<file path="config.mk">
export PLATFORM = sky130hd
export DESIGN_NAME = mvna_rdiv
export DESIGN_NICKNAME = d
export VERILOG_FILES = /design/src/mvna_pkg.sv /design/src/mvna_rdiv.sv
export SDC_FILE = /design/constraint.sdc
export NUM_CORES = 1
export LEC_CHECK = 0
export ABC_CLOCK_PERIOD_IN_PS = 18100
export BUFFER_PORTS_ARGS = -buffer_cell sky130_fd_sc_hd__buf_2
export CORE_UTILIZATION = 50
export CTS_CLUSTER_SIZE = 25
export DETAILED_ROUTE_END_ITERATION = 8
export GPL_ROUTABILITY_DRIVEN = 0
export HOLD_SLACK_MARGIN = 0.08
export PLACE_DENSITY = 0.69
export SLEW_MARGIN = 20
export SYNTH_ARGS = -nofsm -noshare
export SYNTH_HDL_FRONTEND = slang
export SYNTH_SLANG_ARGS = --single-unit
</file>
<file path="constraint.sdc">
create_clock -name clock -period 18.1 [get_ports clock]
set_input_delay 2.715 -clock clock [delete_from_list [all_inputs] [get_ports clock]]
set_output_delay 2.715 -clock clock [all_outputs]
set_load 0.1 [all_outputs]
</file>
<file path="src/mvna_pkg.sv">
// shared types and constants of the vertex normal accumulator
package mvna_pkg;

   localparam int MaxVertices = 1024;
   localparam int IdxW        = $clog2(MaxVertices);
   localparam int CountW      = 11;
   localparam int CoordW      = 32;
   localparam int NormW       = 16;
   localparam int SumW        = 24;
   localparam int EdgeW       = CoordW + 1;
   localparam int ProdW       = 2 * EdgeW;
   localparam int CrossW      = ProdW + 1;
   localparam int MagW        = ProdW;
   localparam int UnitW       = 30;
   localparam int SqW         = 62;
   localparam int RootW       = 31;
   localparam int FracW       = 15;
   localparam int NumW        = UnitW + FracW + 1;
   localparam int QuotW       = NumW - UnitW + 1;
   localparam int WideW       = 64;
   localparam int VertW       = 3 * CoordW;
   localparam int SumRowW     = 3 * SumW;

   localparam logic signed [SumW-1:0] AccMax = {1'b0, {(SumW-1){1'b1}}};
   localparam logic signed [SumW-1:0] AccMin = {1'b1, {(SumW-1){1'b0}}};
   localparam logic [NormW-1:0] QuotCap = {1'b0, {(NormW-1){1'b1}}};

   typedef enum logic [1:0] {
      ACT_WRITE = 2'd0,
      ACT_FACE  = 2'd1,
      ACT_READ  = 2'd2,
      ACT_CLEAR = 2'd3
   } mvna_action_type;

   typedef enum logic [1:0] {
      STAT_OK    = 2'd0,
      STAT_RANGE = 2'd1,
      STAT_DEGEN = 2'd2
   } mvna_status_type;

   typedef enum logic [3:0] {
      S_IDLE,
      S_DECODE,
      S_FETCH,
      S_CROSS,
      S_MAG,
      S_SUMRD,
      S_NORM,
      S_SQ,
      S_ROOT_GO,
      S_ROOT_WAIT,
      S_DIV_GO,
      S_DIV_WAIT,
      S_ACC,
      S_CLEAR,
      S_RESP
   } mvna_state_type;

   typedef struct packed {
      mvna_action_type    action;
      logic [IdxW-1:0]    index_a;
      logic [IdxW-1:0]    index_b;
      logic [IdxW-1:0]    index_c;
      logic signed [CoordW-1:0] coord_x;
      logic signed [CoordW-1:0] coord_y;
      logic signed [CoordW-1:0] coord_z;
   } mvna_req_type;

   typedef struct packed {
      logic signed [NormW-1:0] normal_x;
      logic signed [NormW-1:0] normal_y;
      logic signed [NormW-1:0] normal_z;
      mvna_status_type         status;
   } mvna_rsp_type;

   typedef struct packed {
      logic start;
      logic is_div;
   } mvna_rdiv_cmd_type;

endpackage

</file>
<file path="src/mvna_rdiv.sv">
// iterative square root and divider sharing one compare-subtract
module mvna_rdiv (
   input  logic                               clock,
   input  logic                               reset,
   input  mvna_pkg::mvna_rdiv_cmd_type        cmd,
   input  logic [mvna_pkg::SqW-1:0]           radicand,
   input  logic [mvna_pkg::NumW-1:0]          numer,
   input  logic [mvna_pkg::RootW-1:0]         denom,
   output logic                               done,
   output logic [mvna_pkg::RootW-1:0]         result
);

   localparam int W = mvna_pkg::WideW;
   localparam int LoW = mvna_pkg::NumW - mvna_pkg::QuotW;

   logic                busy_ff, busy_in;
   logic                done_ff, done_in;
   logic                is_div_ff, is_div_in;
   logic [5:0]          cnt_ff, cnt_in;
   logic [W-1:0]        acc_ff, acc_in;
   logic [W-1:0]        root_ff, root_in;
   logic [W-1:0]        bit_ff, bit_in;
   logic [mvna_pkg::QuotW-1:0] nlo_ff, nlo_in;

   logic [W-1:0]        sub_a;
   logic [W-1:0]        sub_b;
   logic [W:0]          diff;
   logic                ge;
   logic [5:0]          last;

   // shared compare-subtract
   always_comb begin
      if (is_div_ff) begin
         sub_a = {acc_ff[W-2:0], nlo_ff[mvna_pkg::QuotW-1]};
         sub_b = W'(denom);
      end else begin
         sub_a = acc_ff;
         sub_b = root_ff + bit_ff;
      end
      diff = {1'b0, sub_a} - {1'b0, sub_b};
      ge   = ~diff[W];
      last = is_div_ff ? 6'(mvna_pkg::QuotW - 1) : 6'(mvna_pkg::RootW);
   end

   always_comb begin
      busy_in   = busy_ff;
      done_in   = 1'b0;
      is_div_in = is_div_ff;
      cnt_in    = cnt_ff;
      acc_in    = acc_ff;
      root_in   = root_ff;
      bit_in    = bit_ff;
      nlo_in    = nlo_ff;
      if (cmd.start) begin
         busy_in   = 1'b1;
         is_div_in = cmd.is_div;
         cnt_in    = '0;
         acc_in    = cmd.is_div ? W'(numer[mvna_pkg::NumW-1:mvna_pkg::QuotW]) : W'(radicand);
         root_in   = '0;
         bit_in    = W'(1) << (W - 2);
         nlo_in    = numer[mvna_pkg::QuotW-1:0];
      end else if (busy_ff) begin
         if (is_div_ff) begin
            acc_in  = ge ? diff[W-1:0] : sub_a;
            root_in = {root_ff[W-2:0], ge};
            nlo_in  = {nlo_ff[mvna_pkg::QuotW-2:0], 1'b0};
         end else begin
            if (ge) begin
               acc_in  = diff[W-1:0];
               root_in = (root_ff >> 1) + bit_ff;
            end else begin
               root_in = root_ff >> 1;
            end
            bit_in = bit_ff >> 2;
         end
         cnt_in = cnt_ff + 6'd1;
         if (cnt_ff == last) begin
            busy_in = 1'b0;
            done_in = 1'b1;
         end
      end
   end

   always_ff @(posedge clock) begin
      if (reset) begin
         busy_ff <= 1'b0;
         done_ff <= 1'b0;
      end else begin
         busy_ff <= busy_in;
         done_ff <= done_in;
      end
   end

   always_ff @(posedge clock) begin
      is_div_ff <= is_div_in;
      cnt_ff    <= cnt_in;
      acc_ff    <= acc_in;
      root_ff   <= root_in;
      bit_ff    <= bit_in;
      nlo_ff    <= nlo_in;
   end

   assign done   = done_ff;
   assign result = root_ff[mvna_pkg::RootW-1:0];

   logic unused_lo;
   assign unused_lo = ^LoW;

endmodule
</file>
# Word level (Yosys, flattened, before mapping)
# Cells that the tools add are included.
[totals] ff_bits=186 inputBits=143 out_inout_bits=32
[op_classes] addsub=4 eq_ne=2 n_mux=18 n_bitwise=3 reduce_logical=6
[ops] op="64-bit 2-to-1 mux" n=9
[ops] op="64-bit by 64-bit subtractor with 65-bit output" n=1
[ops] op="63-bit by 63-bit adder with 64-bit output" n=1
[ops] op="64-bit by 63-bit adder with 64-bit output" n=1
[ops] op="62-bit 2-to-1 mux" n=1
[ops] op="17-bit 2-to-1 mux" n=3
[ops] op="6-bit by 1-bit adder with 6-bit output, second input constant" n=1
[ops] op="6-bit by 5-bit equality test with 1-bit output" n=1
[ops] op="2-bit AND reduction" n=3
[ops] op="1-bit 2-to-1 mux" n=4
[ops] op="4-bit 2-to-1 mux" n=1
[ops] op="2-bit nonzero test" n=2
[ops] op="3-bit inequality test, second input constant" n=1
[ops] op="1-bit NOT" n=3
[ops] op="3-bit OR reduction" n=1

# Logic depth before layout (Yosys ltp)
# Gate-level depths: netlist of run 1.
[depth] word_depth=7 depth_mapped=27

# Worst setup path before layout of run 1
# OpenSTA, ideal clock, no wires.
[synth_timing] path_type="input port to flip-flop" start="input denom[18] in the netlist's numbering" end="register acc_ff[0], enable pin" setup_time_ns=0.421 arrival_ns=6.314 t_required_ns=17.679 path_slack_ns=11.366 path_stages=13 path_buffers=2 cell_sequence="a21oi_1 -> ha_1 -> buf_4 -> nand4_2 -> or3_4 -> nor4_4 -> a211o_1 -> o21ai_2 -> nor3_4 -> o2111ai_4 -> nand2_2 -> buf_2 -> a21o_1"
[synth_via] elab_chain_len=4
[synth_lines] item="from (decl)" line_no="mvna_rdiv.sv:8" rtl="input logic [mvna_pkg::RootW-1:0] denom,"
[synth_lines] item="64-bit 2-to-1 mux" line_no="mvna_rdiv.sv:33" rtl="if (is_div_ff) begin"
[synth_lines] item="64-bit by 64-bit subtractor with 65-bit output" line_no="mvna_rdiv.sv:40" rtl="diff = {1'b0, sub_a} - {1'b0, sub_b};"
[synth_lines] item="3-bit inequality test (no source line)"
[synth_lines] item="2-bit AND reduction (no source line)"
[synth_lines] item="to (signal assigned)" line_no="mvna_rdiv.sv:97" rtl="acc_ff <= acc_in;"
[synth_lines] item="to (decl)" line_no="mvna_rdiv.sv:20" rtl="logic [W-1:0] acc_ff, acc_in;"
# Every way passes these cells.
# A chain may end at the register's enable or synchronous reset.

# Final worst setup path of run 1
[layout_timing] start="register root_ff[10]" end="register acc_ff[58] (data pin)"
[layout_via] elab_chain_len=7 elab_cells_between_ends=8 classes_between="2 x add/sub; 6 x mux"
[layout_lines] item="from (decl)" line_no="mvna_rdiv.sv:21" rtl="logic [W-1:0] root_ff, root_in;"
[layout_lines] item="from (signal assigned)" line_no="mvna_rdiv.sv:98" rtl="root_ff <= root_in;"
[layout_lines] item="64-bit by 63-bit adder with 64-bit output (*)" line_no="mvna_rdiv.sv:38" rtl="sub_b = root_ff + bit_ff;"
[layout_lines] item="64-bit 2-to-1 mux (*)" line_no="mvna_rdiv.sv:33"
[layout_lines] item="64-bit by 64-bit subtractor with 65-bit output (*)" line_no="mvna_rdiv.sv:40"
[layout_lines] item="64-bit 2-to-1 mux (on tied branches)" line_no="mvna_rdiv.sv:68, mvna_rdiv.sv:64"
[layout_lines] item="64-bit 2-to-1 mux (*)" line_no="mvna_rdiv.sv:63" rtl="if (is_div_ff) begin"
[layout_lines] item="64-bit 2-to-1 mux (*)" line_no="mvna_rdiv.sv:62" rtl="end else if (busy_ff) begin"
[layout_lines] item="64-bit 2-to-1 mux (*)" line_no="mvna_rdiv.sv:54" rtl="if (cmd.start) begin"
[layout_lines] item="net acc_in[58]" line_no="mvna_rdiv.sv:20"
# Mark *: on every way through the listed nets, which the timed path passes. The rest lies on a longest branch. The select of a mux whose other input is x is not followed.

==> parameters.txt, run 1 <==
Parameter                              Value

Timing
  Hold Violations, Final ... 0
  Final Critical Period ... just under 7000 ps
  Setup violation total in the final timing report ... 0
  Setup repair after global routing missed its margin ... false
  Final Cycle Share ... 0.380
  Worst slew slack as a fraction of its limit ... 0.259
  Setup TNS ... 0 ps
  Pins Over Slew Limit ... 0
  Peak clock frequency supported by timing ... around 150 MHz
  Worst clock skew ... approximately 14 ps
  Worst-Margin Slew ... between 1000 and 1500 ps

Yosys
  Dominant synthesized flop cell ... dfxtp_1
  #FFs+latches synth ... between 150 and 200
  Post-synth EDFFs ... between 80 and 90
  Syn avg cell area ... 7.83 sq um
  Fraction of synthesized cell area taken by the top area cell type ... 0.132
  Sequential element share of the synthesized area ... 0.243
  Synthesized Nets ... 2666
  Count of yosys warnings during synthesis ... 0
  Most area-hungry cell type in the Yosys netlist ... edfxtp_1
  Post-synthesis instance area ... ~0.019 sq mm
  Synthesized instance count ... about 2400
  Count of distinct cell types in the synthesized netlist ... just over 80
  Post-synth ARST share ... 0
  Top post-synthesis cells by area ... edfxtp_1 13%, dfxtp_1 11%, ha_1 9.1%

Global route
  Total Routing Usage GR ... 0.291
  Pin count of the biggest net entering global routing ... 92
  Via count of the first global-routing pass ... approximately 17000
  Wire length of the first global-routing pass ... 89700 microns
  Number of antenna violations at the first check in global routing ... 6
  Global-route congestion overflow total ... 0

Cells and area
  Area overhead of the layout relative to synthesis ... 6.90%
  Final core area utilization ... 0.544
  Non-filler cells, final ... between 2000 and 3000
  Share of post-route cells with drive strength above 1 ... 0.144
  Fin nets ... between 2000 and 3000
  Area of all placed cells without fillers ... about 0.020 sq mm

Clock tree
  Clock sink count ... between 150 and 200
  Hold buffers post-CTS ... 0
  Clk_lat worst skew ... between 400 and 500 ps
  Depth of the CTS H-tree ... 4
  Total of cells resized after clock tree synthesis ... 0
  Clock root buffer master ... clkbuf_16
  Post-CTS setup-driven buffer insertion count ... 0
  CTS tree ... built
  CTS clock-pin slew for the worst setup and hold paths ... roughly 70 ps
  Number of buffers on the longest clock path ... 2
  TritonCTS Buffers ... 17

Pwr
  Switching power ... between 1 and 1.5 mW
  Maximum resistive drop on vdd ... a little under 100 uV
  Share of power burned in the clock network ... 0.142
  Switching share of power ... 0.485
  Proportion of power drawn by combinational gates ... 0.623
  Leakage Power ... 7.69 nW
  Internal power contribution ... around 1.5 mW
  Power per unit of standard cell area ... 141 mW/mm^2
  Total chip power ... ~2.8 mW
  Part of the power in registers ... 0.235

Critical path
  Crit path cell chain ... ha_1 -> nand4_1 -> nor4b_1 -> o21ai_0 -> a2111oi_2 -> o21ai_0 -> a21oi_1 -> nor2_1 -> o21ai_0 -> nand2_1 -> xor2_1 -> or2_2 -> ha_1 -> a21oi_1 -> o21ai_0 -> o21bai_1 -> a221oi_1 -> o21ai_0 -> a21oi_1 -> and2_1 -> nand2_2 -> buf_4 -> nand2_1 -> o221ai_1
  Crit path largest cell delay ... approximately 550 ps
  Endpoint arrival time on the critical path ... between 7000 and 8000 ps
  Worst Path Class, Setup ... reg -> reg
  Peak fanout along the critical path ... 65
  Sort of element at the end of the critical path ... register
  CP dominant cell by count ... o21ai_0
  Worst endpoint required time ... roughly 18000 ps
  Kind of launch point of the worst setup path ... register
  Critical Path Slowest Stage Cell ... and2_1

Floorplanning
  Effective utilization at floorplan ... 0.509
  Ports placed on the boundary ... 175
  Core area ... 0.0367 sq mm
  DIE AREA ... approximately 0.038 sq mm
  Count of standard-cell rows ... 70
  Die extent in y ... ~200 microns
  Overall die width ... about 200 microns

Placed design
  Placed cell count ... ~2800
  Placed cell areas ... 0.0194 sq mm
  Half-perimeter wire length after placement ... roughly 42000 microns
  Port-buffer cells ... about 170

Detailed routing
  Wirelength per Cell ... around 20 microns
  Via count normalized by instance count ... 6.29
  Detail Route Antenna Nets ... 0
  Detailed Route Iter0 Violations ... around 2100
  DRC violation count after routing ... 0
  Final WL ... 56100 microns
  Number of vias in the routed layout ... 18149
  Router iterations before antenna repair ... 6

Min path
  Class of the most critical hold timing path ... reg -> reg

Run status
  Run status ... finished clean

Job
  Count of max-cap constraint violations ... 0
==> power by group through the flow <==
stage | registers, mW | logic, mW | clock network, mW
6_report | 0.662 | 1.75 | 0.399
5_1_grt | 0.677 | 1.92 | 0.416
4_1_cts | 0.660 | 1.71 | 0.403
3_5_place_dp | 0.664 | 1.71 | 0
3_3_place_gp | 0.662 | 1.68 | 0
2_1_floorplan | 0.618 | 1.36 | 0
==> per-stage QoR <==
stage / setup WS (ps) / hold slack, ps
finish: 11230 / 499
global route: 10520 / 528
CTS: 11230 / 498
detailed placement: 11250 / 487
global placement: 11380 / 467
floorplan: 11370 / 453
==> logic make-up (layout without fill, tap and decap cells) <==
| logic type | Yosys count | in the layout | share of synthesized area |
|---|---|---|---|
| other | 0 | 6 | 0 |
| and+or+nand+nor | 726 | 726 | 0.179 |
| xor gates and xnor gates | 174 | 174 | 0.0816 |
| muxes | 136 | 136 | 0.0787 |
| AOI/OAI and AO/OA | 791 | 791 | 0.269 |
| adders and majority gates | 137 | 137 | 0.0921 |
| DFF | 186 | 186 | 0.243 |
| buffers and inverters | 236 | 261 | 0.0568 |
==> cell usage in the layout, fill, tap and decap left out, drive strengths merged, types with 8 or more instances in the layout <==
master	n
nand3b	15
nor2b	30
a22oi	29
xnor2	98
mux2i	48
edfxtp	82
mux2	88
o21a	14
nor4	11
and3	15
o22ai	10
clkbuf	21
inv	43
a21oi	205
ha	136
a31oi	74
a311oi	17
o31ai	16
nand2b	15
xor2	76
a211oi	37
a21o	53
nor3	21
nand2	325
o21bai	30
and2	10
o21ai	195
dfxtp	104
buf	191
or3	9
a31o	11
a221oi	8
nand4	46
nand3	34
o211ai	29
nor2	168
==> registers in the layout (all words and copies together) (netlist names) <==
register	count
acc_ff	64
root_ff	64
bit_ff	32
nlo_ff	17
cnt_ff	6
busy_ff	1
done	1
is_div_ff	1
==> synth_stat cells, types with 22 or more instances <==
library cell  count
mux2_2           88
inv_1            38
o21bai_1         30
buf_2            22
clkbuf_1        122
o21ai_0         187
o211ai_1         29
edfxtp_1         82
a211oi_1         36
a21o_1           53
xnor2_1          98
xor2_1           76
a31oi_1          74
dfxtp_1         104
nor2_1          167
nand2_1         324
buf_4            35
nand4_1          45
a22oi_1          29
mux2i_1          48
nand3_1          34
nor2b_1          30
ha_1            136
a21oi_1         205
==> metal layers <==
layer	vias to the layer above	wire length, microns	GRT usage
li1	8814	-	-
met1	8466	26600	0.436
met2	802	23900	0.429
met3	67	4590	0.0411
met4	0	1020	0.0852
met5	-	0	0
==> final timing paths <==
kind                                          endpoint  depth (start not counted)                      from  slack, ps
worst max-delay path              acc_ff[58]$_DFFE_PP_                         24  root_ff[10]$_SDFFE_PP0P_      11230
worst min-delay path            bit_ff[0]$_SDFFE_PP0P_                          2    bit_ff[0]$_SDFFE_PP0P_        500
worst max register to register    acc_ff[58]$_DFFE_PP_                         24  root_ff[10]$_SDFFE_PP0P_      11230
worst min register to register  bit_ff[0]$_SDFFE_PP0P_                          2    bit_ff[0]$_SDFFE_PP0P_        500
==> worst max-delay path, delay by kind of cell, from the launching register on <==
family,cells,cell delay [ps]
xor+xnor,1,150
fa+ha+maj,2,630
buf+inv,1,350
simple gates,8,1970
compound gates,12,3000
flops,1,430
==> layout make-up <==
| class | instances | area, sq um |
|---|---|---|
| antenna | 6 | 15.0 |
| sequential | 186 | 4550 |
| inverter | 38 | 143 |
| clock buffer | 21 | 462 |
| fill | 3472 | 16700 |
| clock inverter | 11 | 131 |
| tap | 468 | 586 |
| multi-input combinational | 1964 | 13100 |
| timing repair buffer | 191 | 1000 |
No activity file was read; power rests on OpenSTA's default activity.
==> run 2: changes to the inputs <==
--- a/config.mk
+++ b/config.mk
@@ -5,7 +5,7 @@
 export SDC_FILE = /design/constraint.sdc
 export NUM_CORES = 1
 export LEC_CHECK = 0
-export ABC_CLOCK_PERIOD_IN_PS = 18100
+export ABC_CLOCK_PERIOD_IN_PS = 6800
 export BUFFER_PORTS_ARGS = -buffer_cell sky130_fd_sc_hd__buf_2
 export CORE_UTILIZATION = 50
 export CTS_CLUSTER_SIZE = 25
==> constraint.sdc (replaced) <==
create_clock -name clock -period 6.8 [get_ports clock]
set_input_delay 1.02 -clock clock [delete_from_list [all_inputs] [get_ports clock]]
set_output_delay 1.02 -clock clock [all_outputs]
set_load 0.1 [all_outputs]
==> run 2 against run 1 <==
  * Clock skew is 3.7 ps higher
  * Die area stayed put
  * Sequential share of layout area is 0.29 points lower
  * Sequential cell count stayed put
  * Total power grew to 2.7 times the previous value
  * Non-clock buffer count is 28 higher
  * Largest power group unchanged
==> parameters.txt, run 2 (same netlist as run 1, synthesis figures left out) <==
Parameter                              Value

Critical path
  Crit-path leading delay family ... compound AO/OA/AOI/OAI gates
  Endpoint arrival time on the critical path ... about 6500 ps
  Worst Path Class, Setup ... reg -> reg
  Crit path cell chain ... ha_1 -> a211oi_1 -> nor4b_2 -> o21ai_0 -> a2111oi_2 -> buf_4 -> o21ai_0 -> a21oi_1 -> o21ai_1 -> a21oi_1 -> o21ai_0 -> xnor2_1 -> nand2_1 -> ha_1 -> nand2_1 -> nor2_1 -> nand2_1 -> nor3_1 -> o2111ai_4 -> nand2_2 -> a21o_2 -> buf_4
  Peak fanout along the critical path ... between 60 and 70
  Worst Path Buf+Inv ... 2
  Sort of element at the end of the critical path ... register
  Critical Path Slowest Stage Cell ... buf_4
  Crit path largest cell delay ... ~680 ps
  Kind of launch point of the worst setup path ... register
  Worst endpoint required time ... around 7000 ps

Clock tree
  CTS tree ... built
  CTS clock-pin slew for the worst setup and hold paths ... around 80 ps
  Depth of the CTS H-tree ... 4
  TritonCTS Buffers ... 17
  Clk_lat worst skew ... roughly 470 ps
  Clock root buffer master ... clkbuf_16
  Clock sink count ... 186
  Number of buffers on the longest clock path ... 2

Cells and area
  Largest registers ... acc_ff x64, root_ff x64, bit_ff x32
  Highest-count cells in the layout ignoring fill and taps ... 323 x nand2_1, 203 x a21oi_1, 185 x o21ai_0, 173 x buf_2, 166 x nor2_1
  Area overhead of the layout relative to synthesis ... 8.30%
  Share of post-route cells with drive strength above 1 ... 0.158
  Fin nets ... about 2700
  Most common cell after layout, fill and taps aside ... nand2_1

Floorplanning
  Effective utilization at floorplan ... 0.509
  Overall die width ... roughly 200 microns
  Count of standard-cell rows ... 70
  Ports placed on the boundary ... 175
  Core area ... about 0.037 sq mm
  Die extent in y ... around 200 microns
  DIE AREA ... 0.0381 sq mm

Detailed routing
  Number of vias in the routed layout ... ~19000
  Detail Route Antenna Nets ... 0
  Router iterations before antenna repair ... 6
  Via count normalized by instance count ... approximately 6.4
  Wirelength per Cell ... about 20 microns
  DRC violation count after routing ... 0
  Final WL ... 58100 microns
  Detailed Route Iter0 Violations ... around 2000

Global route
  Wire length of the first global-routing pass ... between 90000 and 100000 microns
  Number of antenna violations at the first check in global routing ... 5
  Pin count of the biggest net entering global routing ... between 70 and 80
  Global-route congestion overflow total ... 0
  Total Routing Usage GR ... 0.299
  Via count of the first global-routing pass ... roughly 17000

Min path
  Class of the most critical hold timing path ... reg -> reg

Timing
  Worst slew slack as a fraction of its limit ... 0.240
  Pins Over Slew Limit ... 0
  Worst-Margin Slew ... around 1100 ps
  Peak clock frequency supported by timing ... ~160 MHz
  Setup violation total in the final timing report ... 0
  Hold Violations, Final ... 0
  Final Cycle Share ... 0.943
  Final Critical Period ... 6410 ps
  Setup TNS ... 0 ps
  Setup slack after layout ... ~390 ps
  Worst clock skew ... ~18 ps

Placed design
  Worst slack at placement ... 253 ps
  Half-perimeter wire length after placement ... ~43000 microns
  Port-buffer cells ... 174

Pwr
  Leakage Power ... roughly 7.8 nW
  Maximum resistive drop on vdd ... 201 uV
  Power per unit of standard cell area ... approximately 370 mW/mm^2

Run status
  Run status ... finished clean

Job
  Count of max-cap constraint violations ... 0
[run 2: cell types whose count changed in the layout (fill, tap and decap cells not counted), moves of 2 or more]
| cell | change |
|---|---|
| a21oi_1 | -2 |
| a21oi_2 | +2 |
| buf_4 | +25 |
| buf_6 | +2 |
| clkbuf_1 | -3 |
| clkbuf_8 | +2 |
| inv_6 | +2 |
| nor4b_1 | -2 |
| nor4b_2 | +2 |
| o21ai_0 | -2 |
| o21ai_1 | +2 |
[run 2: path summary, 6_finish.rpt]
kind | slack, ps | cells past startpoint | start | endpoint
setup / recovery | 390 | 22 | root_ff[2]$_SDFFE_PP0P_ | acc_ff[15]$_DFFE_PP_
hold / removal | 490 | 2 | bit_ff[0]$_SDFFE_PP0P_ | bit_ff[0]$_SDFFE_PP0P_
hold reg to reg | 490 | 2 | bit_ff[0]$_SDFFE_PP0P_ | bit_ff[0]$_SDFFE_PP0P_
setup reg to reg | 390 | 22 | root_ff[2]$_SDFFE_PP0P_ | acc_ff[15]$_DFFE_PP_
[run 2: power breakdown]
group          internal [mW]  switching [mW]
Sequential              1.51           0.237
Combinational           1.85            2.91
Clock                  0.564           0.489
Total                   3.92            3.63
[run 2: tightest hold or removal path, cell delays in order, from the launching register on]
cell	delay, ps
dfxtp_1	330
nand2_1	60
a21oi_1	50
[run 2: area by class of cell]
| type | count | area, sq um |
|---|---|---|
| diodes | 5 | 12.5 |
| clock buffers | 19 | 453 |
| clock inverters | 11 | 134 |
| fillers | 3455 | 16500 |
| inverters | 38 | 143 |
| multi-input cells | 1965 | 13100 |
| flip-flops and latches | 186 | 4550 |
| well taps | 468 | 586 |
| repair buffers | 219 | 1230 |
[run 2: metal layers]
layer  part of all wire  track usage  routed length [microns]
met1               0.46        0.439                    26900
met2               0.42        0.437                    24200
met3              0.093       0.0547                     5410
met4              0.027       0.0980                     1590
met5                  0            0                        0
[run 2: timing repair]
action                     in CTS  in global routing
setup endpoints to repair       0                173
gates resized for setup         0                 10
setup buffers                   0                  4
hold buffers                    0                  0
[run 2: per-stage QoR]
| step | instances | hold WS (ps) | utilization | power, mW | cell area [sq um] |
|---|---|---|---|---|---|
| 2_1_floorplan | 2386 | 453 | - | 5.27 | 18700 |
| 3_3_place_gp | 2871 | 466 | 0.533 | 6.25 | 19600 |
| 3_5_place_dp | 2871 | 474 | 0.533 | 6.35 | 19600 |
| 4_1_cts | 2901 | 484 | 0.549 | 7.41 | 20200 |
| 5_1_grt | 2911 | 502 | 0.551 | 8.08 | 20200 |
| 6_report | 2911 | 486 | 0.551 | 7.56 | 20200 |
==> run 3: changes to the inputs <==
--- a/config.mk
+++ b/config.mk
@@ -6,7 +6,7 @@
 export NUM_CORES = 1
 export LEC_CHECK = 0
 export ABC_CLOCK_PERIOD_IN_PS = 6800
-export BUFFER_PORTS_ARGS = -buffer_cell sky130_fd_sc_hd__buf_2
+export BUFFER_PORTS_ARGS = -buffer_cell sky130_fd_sc_hd__buf_4
 export CORE_UTILIZATION = 50
 export CTS_CLUSTER_SIZE = 25
 export DETAILED_ROUTE_END_ITERATION = 8
==> run 3 against run 2 <==
  * Routed wire length increased by 0.26%
  * Core utilization increased by 1.2 points
  * Die area unchanged
  * Sequential share of layout area decreased by 0.47 points
  * Combinational power increased by 1%
==> parameters.txt, run 3 (same netlist as run 1, synthesis figures left out) <==
Parameter                              Value

Clock tree
  TritonCTS Buffers ... 17
  CTS tree ... built
  CTS clock-pin slew for the worst setup and hold paths ... ~80 ps
  Clock sink count ... 186
  Depth of the CTS H-tree ... 4
  Clk_lat worst skew ... 470 ps
  Clock root buffer master ... clkbuf_16
  Number of buffers on the longest clock path ... 2
  Hold buffers post-CTS ... 0

Detailed routing
  Detail Route Antenna Nets ... 0
  DRC violation count after routing ... 0
  Number of vias in the routed layout ... approximately 18000
  Via count normalized by instance count ... roughly 6.4
  Final WL ... 58300 microns
  Detailed Route Iter0 Violations ... about 2200
  Wirelength per Cell ... 20.1 microns
  Router iterations before antenna repair ... 6

Job
  Count of max-cap constraint violations ... 0

Global route
  Via count of the first global-routing pass ... around 17000
  Total Routing Usage GR ... 0.299
  Number of antenna violations at the first check in global routing ... 1
  Global-route congestion overflow total ... 0
  Pin count of the biggest net entering global routing ... 105
  Wire length of the first global-routing pass ... slightly above 90000 microns

Timing
  Setup repair after global routing missed its margin ... false
  Final Cycle Share ... 0.950
  Final Critical Period ... ~6500 ps
  Worst clock skew ... between 10 and 15 ps
  Peak clock frequency supported by timing ... 155 MHz
  Pins Over Slew Limit ... 0
  Worst-Margin Slew ... roughly 900 ps
  Setup TNS ... 0 ps
  Setup violation total in the final timing report ... 0
  Hold Violations, Final ... 0
  Worst slew slack as a fraction of its limit ... 0.406

Critical path
  Kind of launch point of the worst setup path ... register
  Worst Path Class, Setup ... reg -> reg
  Worst endpoint required time ... 6960 ps
  CP dominant cell by count ... o21ai_0
  Peak fanout along the critical path ... 64
  Setup slack of the most critical reg-to-reg path ... about 340 ps
  Crit path largest cell delay ... 520 ps
  Endpoint arrival time on the critical path ... 6620 ps
  Crit path cell chain ... ha_1 -> a211oi_1 -> nor4b_1 -> o21ai_0 -> a2111oi_2 -> o21ai_0 -> a21oi_1 -> nor2_1 -> o21ai_0 -> a22oi_1 -> xnor2_1 -> nand2_1 -> ha_1 -> nand2_1 -> o21ai_0 -> o21bai_1 -> a221oi_1 -> o21ai_0 -> a21oi_2 -> buf_4 -> nand2_2 -> buf_12 -> a21o_2 -> buf_12
  Launch instance of the worst register-to-register path ... root_ff[2]$_SDFFE_PP0P_
  Destination of the worst register-to-register timing path ... acc_ff[53]$_DFFE_PP_
  R2r worst-path depth ... 24
  Critical Path Slowest Stage Cell ... a2111oi_2
  Sort of element at the end of the critical path ... register

Pwr
  Power per unit of standard cell area ... ~370 mW/mm^2
  Leakage Power ... about 8 nW
  Maximum resistive drop on vdd ... 254 uV

Run status
  Run status ... finished clean

Min path
  WHS Path Cells ... 2
  Terminating pin of the worst hold path ... cnt_ff[5]$_SDFFE_PP0P_
  Start point of the worst hold path ... cnt_ff[5]$_SDFFE_PP0P_
  Class of the most critical hold timing path ... reg -> reg

Floorplanning
  Overall die width ... between 150 and 200 microns
  Count of standard-cell rows ... 70
  Die extent in y ... a little under 200 microns
  Effective utilization at floorplan ... 0.509
  DIE AREA ... between 0.03 and 0.04 sq mm
  Ports placed on the boundary ... 175
  Core area ... between 0.03 and 0.04 sq mm

Placed design
  Half-perimeter wire length after placement ... roughly 43000 microns
  Port-buffer cells ... 174

Cells and area
  Register area ... approximately 0.0045 sq mm
  Area of combinational cells with multiple inputs ... around 0.013 sq mm
  Layout filler cell count ... 3409
  Final core area utilization ... 0.563
  Highest-count cells in the layout ignoring fill and taps ... 323 x nand2_1, 210 x buf_4, 204 x a21oi_1, 186 x o21ai_0, 166 x nor2_1
  Fin nets ... around 2700
  Largest registers ... acc_ff x64, root_ff x64, bit_ff x32
  Area overhead of the layout relative to synthesis ... 10.6%
  Share of post-route cells with drive strength above 1 ... 0.156
  Most common cell after layout, fill and taps aside ... nand2_1
run 3: cell count changes in the layout (fill, tap and decap cells not counted), moves of 2 or more:
cell      delta
buf_2      -173
buf_4      +168
buf_12       +4
diode_2      -4
inv_8        +4
buf_6        -2
clkinv_4     -2
nor4b_1      +2
nor4b_2      -2
run 3: power breakdown:
part | internal (mW) | leakage, nW | total (mW) | switching [mW]
combinational | 1.95 | 6.00 | 4.82 | 2.87
clock | 0.533 | 0.290 | 1.05 | 0.520
sequential | 1.51 | 1.68 | 1.75 | 0.241
total | 3.99 | 7.97 | 7.62 | 3.64
run 3: worst max-delay path by stage:
stage,depth (start not counted),from,endpoint
2_1_floorplan,22,root_ff[14]$_SDFFE_PP0P_,acc_ff[0]$_DFFE_PP_
3_3_place_gp,22,bit_ff[8]$_SDFFE_PP0P_,root_ff[0]$_SDFFE_PP0P_
3_5_place_dp,24,root_ff[16]$_SDFFE_PP0P_,root_ff[38]$_SDFFE_PP0P_
4_1_cts,24,root_ff[16]$_SDFFE_PP0P_,root_ff[38]$_SDFFE_PP0P_
5_1_grt,22,root_ff[22]$_SDFFE_PP0P_,acc_ff[53]$_DFFE_PP_
6_report,24,root_ff[2]$_SDFFE_PP0P_,acc_ff[53]$_DFFE_PP_
run 3: layout make-up:
cell class | instances | share of cell area
clock buffers | 19 | 0.0214
diodes | 1 | 0.000121
clock inverters | 13 | 0.00720
repair buffers | 216 | 0.0817
multi-input cells | 1965 | 0.634
flip-flops and latches | 186 | 0.220
well taps | 468 | 0.0283
inverters | 38 | 0.00690
run 3: timing repair:
item	4_1_cts	5_1_grt
gates resized for setup	0	4
setup endpoints to repair	0	80
buffers inserted	0	7
run 3: per-stage QoR:
step / instance area, sq um / hold slack (ps) / worst slack [ps] / instances / power, mW
finish: 20700 / 480 / 339 / 2906 / 7.62
detailed placement: 20000 / 469 / 433 / 2865 / 6.37
CTS: 20600 / 479 / 391 / 2897 / 7.42
global route: 20700 / 513 / 0.575 / 2906 / 8.13
floorplan: 18700 / 453 / 497 / 2386 / 5.27
global placement: 20000 / 467 / 587 / 2865 / 6.27
run 3: critical path, delay by kind of cell (launching register included):
kind | cells | cell delay (ps)
compound gates | 13 | 3300
xor+xnor | 1 | 160
fa+ha+maj | 2 | 810
buf+inv | 3 | 570
flops | 1 | 410
simple gates | 5 | 740
run 3: metal layers:
metal | track usage | share of wire | up-vias
met3 | 0.0396 | 0.084 | 107
li1 | - | - | 8852
met5 | 0 | 0 | -
met4 | 0.0989 | 0.028 | 0
met1 | 0.438 | 0.46 | 8654
met2 | 0.449 | 0.43 | 867
